File: src/rtl/bmts_pkg.sv
// bmts_pkg: types, codes and reset constants for the buzzer tone sequencer
// no dependencies; imported by beep_and_melody_tone_sequencer
`default_nettype none

package bmts_pkg;

  // request kinds on the input channel
  typedef enum logic [2:0] {
    MODE_TICK      = 3'd0,
    MODE_START_BEEP = 3'd1,
    MODE_START_MEL = 3'd2,
    MODE_STOP      = 3'd3,
    MODE_LOAD      = 3'd4
  } mode_t;

  // sequencer play mode
  typedef enum logic [1:0] {
    PM_IDLE   = 2'd0,
    PM_BEEP   = 2'd1,
    PM_MELODY = 2'd2
  } play_kind_t;

  // configuration register indexes
  localparam logic [2:0] REG_SOUND_EN   = 3'd0;
  localparam logic [2:0] REG_BEEP_PITCH = 3'd1;
  localparam logic [2:0] REG_BEEP_ON    = 3'd2;
  localparam logic [2:0] REG_BEEP_OFF   = 3'd3;
  localparam logic [2:0] REG_DUTY       = 3'd4;
  localparam logic [2:0] REG_MIN_PITCH  = 3'd5;
  localparam logic [2:0] REG_DEF_TICKS  = 3'd6;

  // reset values
  localparam int unsigned NOTE_DEPTH_DEF      = 64;
  localparam logic [15:0] BEEP_PITCH_RST      = 16'd3000;
  localparam logic [15:0] BEEP_ON_RST         = 16'd60;
  localparam logic [15:0] BEEP_OFF_RST        = 16'd60;
  localparam logic [9:0]  DUTY_RST            = 10'd512;
  localparam logic [15:0] MIN_PITCH_RST       = 16'd100;
  localparam logic [15:0] DEF_TICKS_RST       = 16'd50;
  localparam logic [15:0] PITCH_RST           = 16'd3000;

  // raise a frequency to the minimum allowed
  function automatic logic [15:0] clamp_pitch(input logic [15:0] hz,
                                              input logic [15:0] min_hz);
    clamp_pitch = (hz < min_hz) ? min_hz : hz;
  endfunction

endpackage

`default_nettype wire

File: src/rtl/beep_and_melody_tone_sequencer.sv
// beep_and_melody_tone_sequencer: buzzer beep and melody sequencer, top level
// depends on bmts_pkg; holds the note store memory
`default_nettype none

// Usage:
// in channel (in_tvalid/in_tready/in_tuser/in_tdata) carries one request per
// item: a 1 ms tick, start beeps, start melody, stop or load note (in_tuser).
// out channel returns exactly one tone state item per accepted request:
// tone on, pitch, duty and play state after that request took effect.
// cfg_we/cfg_index/cfg_wdata write the seven setup registers; write them only
// while no request is in flight.
// The result is registered: the result of a request accepted at one edge is on
// out_tdata after that edge. One request per cycle is sustained while out_tready
// is high; the single result register frees as it is taken, so in_tready only
// drops when that register is full and out_tready is low.
// The note store is a single-write memory with registered reads: one port
// prefetches the note at the next melody position, the other holds slot 0 for
// a melody start; a load to the slot being fetched is forwarded.
// Reset (rst_n low, synchronous) returns to idle with no timer armed, pitch
// 3000 Hz and register defaults; note store contents stay undefined until
// loaded. While the receiver stalls, the result is held and no request taken.
module beep_and_melody_tone_sequencer
  import bmts_pkg::*;
#(
  parameter int unsigned NOTE_DEPTH = NOTE_DEPTH_DEF
) (
  input  wire logic        clk,
  input  wire logic        rst_n,
  // request channel
  input  wire logic        in_tvalid,
  output logic             in_tready,
  input  wire logic [2:0]  in_tuser,   // mode
  input  wire logic [47:0] in_tdata,   // override, count, slot, pitch, note_ticks
  // result channel
  output logic             out_tvalid,
  input  wire logic        out_tready,
  output logic [31:0]      out_tdata,  // tone_on, pitch_out, duty_out, play_state
  // configuration
  input  wire logic        cfg_we,
  input  wire logic [2:0]  cfg_index,
  input  wire logic [15:0] cfg_wdata
);

  localparam int unsigned AW = (NOTE_DEPTH > 1) ? $clog2(NOTE_DEPTH) : 1;
  localparam int unsigned PW = $clog2(NOTE_DEPTH + 1);

  // configuration registers
  logic        sound_en_r;
  logic [15:0] beep_pitch_r, beep_on_r, beep_off_r, min_pitch_r, def_ticks_r;
  logic [9:0]  duty_r;

  always_ff @(posedge clk) begin
    if (!rst_n) begin
      sound_en_r   <= 1'b1;
      beep_pitch_r <= BEEP_PITCH_RST;
      beep_on_r    <= BEEP_ON_RST;
      beep_off_r   <= BEEP_OFF_RST;
      duty_r       <= DUTY_RST;
      min_pitch_r  <= MIN_PITCH_RST;
      def_ticks_r  <= DEF_TICKS_RST;
    end else if (cfg_we) begin
      case (cfg_index)
        REG_SOUND_EN:   sound_en_r   <= cfg_wdata[0];
        REG_BEEP_PITCH: beep_pitch_r <= cfg_wdata;
        REG_BEEP_ON:    beep_on_r    <= cfg_wdata;
        REG_BEEP_OFF:   beep_off_r   <= cfg_wdata;
        REG_DUTY:       duty_r       <= cfg_wdata[9:0];
        REG_MIN_PITCH:  min_pitch_r  <= cfg_wdata;
        REG_DEF_TICKS:  def_ticks_r  <= cfg_wdata;
        default: ;
      endcase
    end
  end

  // request fields
  mode_t       in_mode;
  logic        in_override;
  logic [7:0]  in_count;
  logic [5:0]  in_slot;
  logic [15:0] in_pitch, in_note_ticks;

  assign in_mode       = mode_t'(in_tuser);
  assign in_override   = in_tdata[0];
  assign in_count      = in_tdata[8:1];
  assign in_slot       = in_tdata[14:9];
  assign in_pitch      = in_tdata[30:15];
  assign in_note_ticks = in_tdata[46:31];

  // sequencer state
  play_kind_t  play_mode_r, play_mode_nxt;
  logic        tone_r, tone_nxt;
  logic [7:0]  beeps_left_r, beeps_left_nxt;
  logic [PW-1:0] note_pos_r, note_pos_nxt, note_total_r, note_total_nxt;
  logic [15:0] ticks_left_r, ticks_left_nxt;
  logic [15:0] pitch_r, pitch_nxt;

  // result register
  logic        out_valid_r;
  logic [31:0] out_data_r;

  logic accept;
  assign in_tready = !out_valid_r || out_tready;
  assign accept    = in_tvalid && in_tready;

  // note store with forwarding of a load to the prefetched slots
  logic [31:0]   note_mem [NOTE_DEPTH];
  logic          wr_en;
  logic [AW-1:0] wr_addr, rd_addr;
  logic [31:0]   wr_data;
  logic [31:0]   note_rd_r, note0_rd_r, byp_data_r;
  logic          byp_cur_r, byp0_r;
  logic [31:0]   note_cur, note0;

  assign wr_en   = accept && (in_mode == MODE_LOAD) && (32'(in_slot) < NOTE_DEPTH);
  assign wr_addr = AW'(in_slot);
  assign wr_data = {in_note_ticks, in_pitch};
  assign rd_addr = AW'(note_pos_nxt);

  always_ff @(posedge clk) begin
    if (wr_en) begin
      note_mem[wr_addr] <= wr_data;
    end
    note_rd_r  <= note_mem[rd_addr];
    note0_rd_r <= note_mem[0];
    byp_data_r <= wr_data;
    byp_cur_r  <= wr_en && (wr_addr == rd_addr);
    byp0_r     <= wr_en && (wr_addr == '0);
  end

  assign note_cur = byp_cur_r ? byp_data_r : note_rd_r;
  assign note0    = byp0_r ? byp_data_r : note0_rd_r;

  // next state for one request
  always_comb begin
    logic          allowed, start_mel;
    logic [31:0]   adv_entry;
    logic [PW-1:0] adv_pos, adv_total, sat_count;
    logic [15:0]   tick_dec;

    allowed   = (in_count != 8'd0) && (in_override || sound_en_r);
    start_mel = (in_mode == MODE_START_MEL);
    sat_count = (32'(in_count) > NOTE_DEPTH) ? PW'(NOTE_DEPTH) : PW'(in_count);
    adv_entry = start_mel ? note0 : note_cur;
    adv_pos   = start_mel ? '0 : note_pos_r;
    adv_total = start_mel ? sat_count : note_total_r;
    tick_dec  = ticks_left_r - 16'd1;

    play_mode_nxt  = play_mode_r;
    tone_nxt       = tone_r;
    beeps_left_nxt = beeps_left_r;
    note_pos_nxt   = note_pos_r;
    note_total_nxt = note_total_r;
    ticks_left_nxt = ticks_left_r;
    pitch_nxt      = pitch_r;

    if (accept) begin
      case (in_mode)
        MODE_TICK: begin
          if (ticks_left_r != 16'd0) begin
            ticks_left_nxt = tick_dec;
            if (tick_dec == 16'd0) begin
              if (play_mode_r == PM_MELODY) begin
                if (adv_pos >= adv_total) begin
                  play_mode_nxt  = PM_IDLE;
                  tone_nxt       = 1'b0;
                  beeps_left_nxt = '0;
                  note_pos_nxt   = '0;
                  note_total_nxt = '0;
                  ticks_left_nxt = '0;
                end else begin
                  note_pos_nxt = PW'(adv_pos + 1'b1);
                  tone_nxt     = (adv_entry[15:0] != 16'd0);
                  if (adv_entry[15:0] != 16'd0) begin
                    pitch_nxt = clamp_pitch(adv_entry[15:0], min_pitch_r);
                  end
                  ticks_left_nxt = (adv_entry[31:16] != 16'd0) ? adv_entry[31:16]
                                                               : def_ticks_r;
                end
              end else if (play_mode_r == PM_BEEP) begin
                if (tone_r) begin
                  tone_nxt = 1'b0;
                  if (beeps_left_r != 8'd0) begin
                    ticks_left_nxt = beep_off_r;
                  end else begin
                    play_mode_nxt = PM_IDLE;
                  end
                end else begin
                  pitch_nxt = clamp_pitch(beep_pitch_r, min_pitch_r);
                  tone_nxt  = 1'b1;
                  if (beeps_left_r != 8'd0) begin
                    beeps_left_nxt = beeps_left_r - 8'd1;
                  end
                  ticks_left_nxt = beep_on_r;
                end
              end
            end
          end
        end
        MODE_START_BEEP: begin
          if (allowed) begin
            play_mode_nxt  = PM_BEEP;
            beeps_left_nxt = in_count - 8'd1;
            note_pos_nxt   = '0;
            note_total_nxt = '0;
            tone_nxt       = 1'b1;
            pitch_nxt      = clamp_pitch(beep_pitch_r, min_pitch_r);
            ticks_left_nxt = beep_on_r;
          end
        end
        MODE_START_MEL: begin
          if (allowed) begin
            beeps_left_nxt = '0;
            if (adv_pos >= adv_total) begin
              play_mode_nxt  = PM_IDLE;
              tone_nxt       = 1'b0;
              note_pos_nxt   = '0;
              note_total_nxt = '0;
              ticks_left_nxt = '0;
            end else begin
              play_mode_nxt  = PM_MELODY;
              note_total_nxt = adv_total;
              note_pos_nxt   = PW'(adv_pos + 1'b1);
              tone_nxt       = (adv_entry[15:0] != 16'd0);
              if (adv_entry[15:0] != 16'd0) begin
                pitch_nxt = clamp_pitch(adv_entry[15:0], min_pitch_r);
              end
              ticks_left_nxt = (adv_entry[31:16] != 16'd0) ? adv_entry[31:16]
                                                           : def_ticks_r;
            end
          end
        end
        MODE_STOP: begin
          play_mode_nxt  = PM_IDLE;
          tone_nxt       = 1'b0;
          beeps_left_nxt = '0;
          note_pos_nxt   = '0;
          note_total_nxt = '0;
          ticks_left_nxt = '0;
        end
        default: ;
      endcase
    end
  end

  // state registers
  always_ff @(posedge clk) begin
    if (!rst_n) begin
      play_mode_r  <= PM_IDLE;
      tone_r       <= 1'b0;
      beeps_left_r <= '0;
      note_pos_r   <= '0;
      note_total_r <= '0;
      ticks_left_r <= '0;
      pitch_r      <= PITCH_RST;
    end else begin
      play_mode_r  <= play_mode_nxt;
      tone_r       <= tone_nxt;
      beeps_left_r <= beeps_left_nxt;
      note_pos_r   <= note_pos_nxt;
      note_total_r <= note_total_nxt;
      ticks_left_r <= ticks_left_nxt;
      pitch_r      <= pitch_nxt;
    end
  end

  // result register
  always_ff @(posedge clk) begin
    if (!rst_n) begin
      out_valid_r <= 1'b0;
    end else if (accept) begin
      out_valid_r <= 1'b1;
    end else if (out_tready) begin
      out_valid_r <= 1'b0;
    end
  end

  always_ff @(posedge clk) begin
    if (accept) begin
      out_data_r <= {3'b000, play_mode_nxt, (tone_nxt ? duty_r : 10'd0),
                     pitch_nxt, tone_nxt};
    end
  end

  assign out_tvalid = out_valid_r;
  assign out_tdata  = out_data_r;

endmodule

`default_nettype wire
File: config.mk
export PLATFORM = sky130hd
export DESIGN_NAME = beep_and_melody_tone_sequencer
export DESIGN_NICKNAME = d
export VERILOG_FILES = /design/src/rtl/bmts_pkg.sv /design/src/rtl/beep_and_melody_tone_sequencer.sv
export SDC_FILE = /design/constraint.sdc
export NUM_CORES = 2
export LEC_CHECK = 0
export BUFFER_PORTS_ARGS = -buffer_cell sky130_fd_sc_hd__clkbuf_2
export CORE_MARGIN = 2
export CORE_UTILIZATION = 43
export CTS_CLUSTER_SIZE = 14
export DETAILED_ROUTE_END_ITERATION = 8
export MAX_ROUTING_LAYER = met4
export PLACE_DENSITY = 0.65
export SLEW_MARGIN = 25
export SYNTH_ARGS = -nofsm -noshare
export SYNTH_HDL_FRONTEND = slang
export SYNTH_SLANG_ARGS = --single-unit
File: constraint.sdc
create_clock -name clk -period 15.9 [get_ports clk]
set_input_delay 3.18 -clock clk [delete_from_list [all_inputs] [get_ports clk]]
set_output_delay 3.18 -clock clk [all_outputs]
set_load 0.02 [all_outputs]
==> summary.txt <==
Drt
  • Final wirelength: 272,000 µm
  • TritonRoute pass-1 iters: 6
  • Post-route ant nets: 0
  • Drc violations: 0
  • Avg WL per Cell: 25.7 µm
  • Vias: 62,337
  • Detailed Route Iter0 Violations: 8,902
  • Vias per inst: 5.88

Synth
  • FFs w/ async S/R, synth: 0%
  • Post-synth EDFFs: 2,077
  • Mapped cell area: 92,900 µm²
  • Most common cell in the netlist: edfxtp_1
  • Syn Inst Count: 7,511
  • Sequential area share after synthesis: 72.5%
  • Main combinational cell family by area after synthesis: simple AND/OR/NAND/NOR gates
  • Post-synthesis simple-gate area fraction: 17.3%
  • Synth area leaders: edfxtp_1 67%, nand2_1 8.2%, dfxtp_1 5.3%
  • Xor/xnor share of the synthesized area: 0.264%
  • Mapped Avg Cell Area: 12.4 µm²
  • #FFs+latches synth: 2,324
  • Mux cell area share after synthesis: 0.539%
  • Synth top cells by count: 2,077 x edfxtp_1, 2,021 x nand2_1, 782 x nand3_1
  • Compound-gate portion of the synthesized area: 6.33%
  • Synth area leader: edfxtp_1
  • Share of the synthesized area in the top cell type: 67.2%
  • Yosys warns: 0
  • Top FF cell, synth: edfxtp_1
  • Synth Area in Adders: 0.620%
  • Synth unique cells: 87

Clock tree
  • Post-CTS Resized: 0
  • Clock sink total: 2,324
  • Worst-path clk slew: 60 ps
  • CTS root buf: clkbuf_16
  • CTS Buf Count: 223
  • Clock Path Buffers: 3
  • CTS tree: built
  • H-Tree Depth: 4
  • Worst-Skew Late Latency: 900 ps
  • # hold bufs at CTS: 0
  • Setup Fix Bufs, Post-CTS: 0

STA
  • Max frequency: 0.0964 GHz
  • Period minus WS final: 10,380 ps
  • Slew margin rel.: 18.7%
  • RSZ-0062 raised after global routing: false
  • Max-slew violation count: 0
  • Setup TNS: 0 ps
  • Final setup violation count: 0
  • Worst clock skew: 72.9 ps
  • Final period util: 65.3%
  • Fin Hold WS: 368 ps
  • Final Hold Fails: 0
  • Slew @ Worst Pin: 1210 ps

Floorplan
  • Ports: 109
  • Row cnt: 170
  • Chip width: 469 µm
  • Initial core utilization: 43.3%
  • Die H: 469 µm
  • Die footprint: 220,000 µm²
  • Core box area: 215,000 µm²

Power
  • Clock power share: 43.1%
  • Combinational Power Share: 2.9%
  • Net Sw Power: 0.00263 W
  • Worst vdd ir: 0.126 mV
  • P_leak: 35.2 nW
  • Sw Share: 21.2%
  • Power per Cell Area: 118 nW/µm²
  • Sequential Power Share: 54.0%
  • Cell-internal power: 0.00975 W

Setup path
  • Critical Path AT: 11,210 ps
  • Critical path startpoint category: primary input
  • R2R setup slack: 8370 ps
  • Nature of the critical path endpoint: flip-flop
  • Max FO, Critical Path: 102
  • Setup CP Type: primary input to flip-flop
  • Critical path data required time: 16,730 ps

Global routing
  • First-pass GRT wire length: 393,000 µm
  • Vias in the first global route: 58,218
  • GR Overflow Total: 0
  • Largest net degree at the start of global routing: 203
  • Gr usage total: 25.0%
  • Initial antenna violation count: 22

Final layout
  • Fin cells: 10,595
  • Fill count: 18,293
  • Final nets: 7,665
  • Area Overhead vs Synth: 12.7%
  • Multi-input gate area: 24,000 µm²
  • Ratio of cells with drive above 1 in the final layout: 9.90%
  • Register area: 67,300 µm²

Job
  • MaxCap Viol Count: 0

Placement
  • DP HPWL: 147,000 µm
  • PortBufs: 104
  • Routability congestion estimate: 0.884
  • Cells after DPL: 10,157

Hold path
  • Worst hold path type: flip-flop to flip-flop

Status
  • Status: complete, no violations
[logic make-up (layout without fill, tap and decap cells)]
logic type	after synthesis	count (layout)
simple gates	3610	3610
flops	2324	2324
compound gates	916	916
buf+inv	539	767
mux	47	47
fa+ha+maj	46	46
xor+xnor	28	28
other cells	1	19
[power groups by stage]
stage / combinational [W] / clock (W) / sequential (W)
after global routing: 0.000389 / 0.00561 / 0.00669
after global placement: 0.000344 / 0 / 0.00681
final: 0.000360 / 0.00533 / 0.00669
after floorplan: 0.000167 / 0 / 0.00681
after CTS: 0.000355 / 0.00538 / 0.00669
after detailed placement: 0.000353 / 0 / 0.00682
[worst max-delay path: stages]
cell       delay (ps)
clkbuf_2          130
inv_1              70
ha_1              170
nor3b_1           510
nand2_1           190
a211oi_1          680
a22oi_1           180
ha_1              360
a21o_1            160
a31oi_1           220
o21ai_2            90
buf_4             240
nor2_1            240
a222oi_1          130
or4_4             730
nand2_4           710
buf_4             850
buf_6             730
a211oi_1          180
a31oi_1           310
o2111ai_1         140
a32oi_1           570
o31a_1            240
[cells in the final DEF, fill, tap and decap left out, types with 104 or more instances in the layout]
cell | synthesis | layout
a211oi_1 | 137 | 137
a21oi_1 | 292 | 290
a31oi_1 | 135 | 134
and3_1 | 135 | 135
buf_4 | 7 | 185
clkbuf_16 | 0 | 224
clkbuf_2 | 0 | 104
dfxtp_1 | 247 | 247
edfxtp_1 | 2077 | 2077
nand2_1 | 2021 | 2017
nand3_1 | 782 | 782
nand4_1 | 136 | 136
nor2_1 | 210 | 144
[per-layer routing]
layer / GRT usage (%) / vias up / wire (µm) / share of wire, %
met1: 33.9 / 30903 / 110000 / 40
met3: 4.57 / 490 / 28100 / 10
met5: - / - / 0 / 0
met4: 9.13 / 0 / 10100 / 3.7
met2: 37.7 / 3249 / 124000 / 46
li1: - / 27695 / - / -
[sequential cells by signal (all words and copies together), names as in the netlist, 29 cells and up]
name        cells
byp_data_r     32
out_tdata      29
note0_rd_r     32
note_mem     2048
note_rd_r      32
[layout make-up]
| type | instances | share of cell area (%) |
|---|---|---|
| antenna | 16 | 0.0383 |
| inverter | 44 | 0.158 |
| sequential | 2324 | 64.3 |
| clock buffer | 303 | 5.76 |
| tap | 2838 | 3.39 |
| clock inverter | 119 | 1.33 |
| multi-input combinational | 4650 | 23.0 |
| timing repair buffer | 301 | 2.05 |
[worst paths after layout]
kind              startpoint  depth (start not counted)              to
min reg2reg  note_mem[0][27]                          0  note0_rd_r[27]
min          note_mem[0][27]                          0  note0_rd_r[27]
max              in_tdata[1]                         23   note_rd_r[11]
max reg2reg  ticks_left_r[0]                         16   note_rd_r[11]
[metrics by stage]
step           util (%)  cell area [µm²]  setup slack [ps]  total power, W
6_report           48.8           105000              5520          0.0124
5_1_grt            48.8           105000              5130          0.0127
4_1_cts            48.7           105000              5450          0.0124
3_5_place_dp       45.3            97200              4540         0.00717
3_3_place_gp       45.2            97100              4740         0.00716
2_1_floorplan         -            92900              7950         0.00698
No activity file was read; power rests on OpenSTA's default activity.
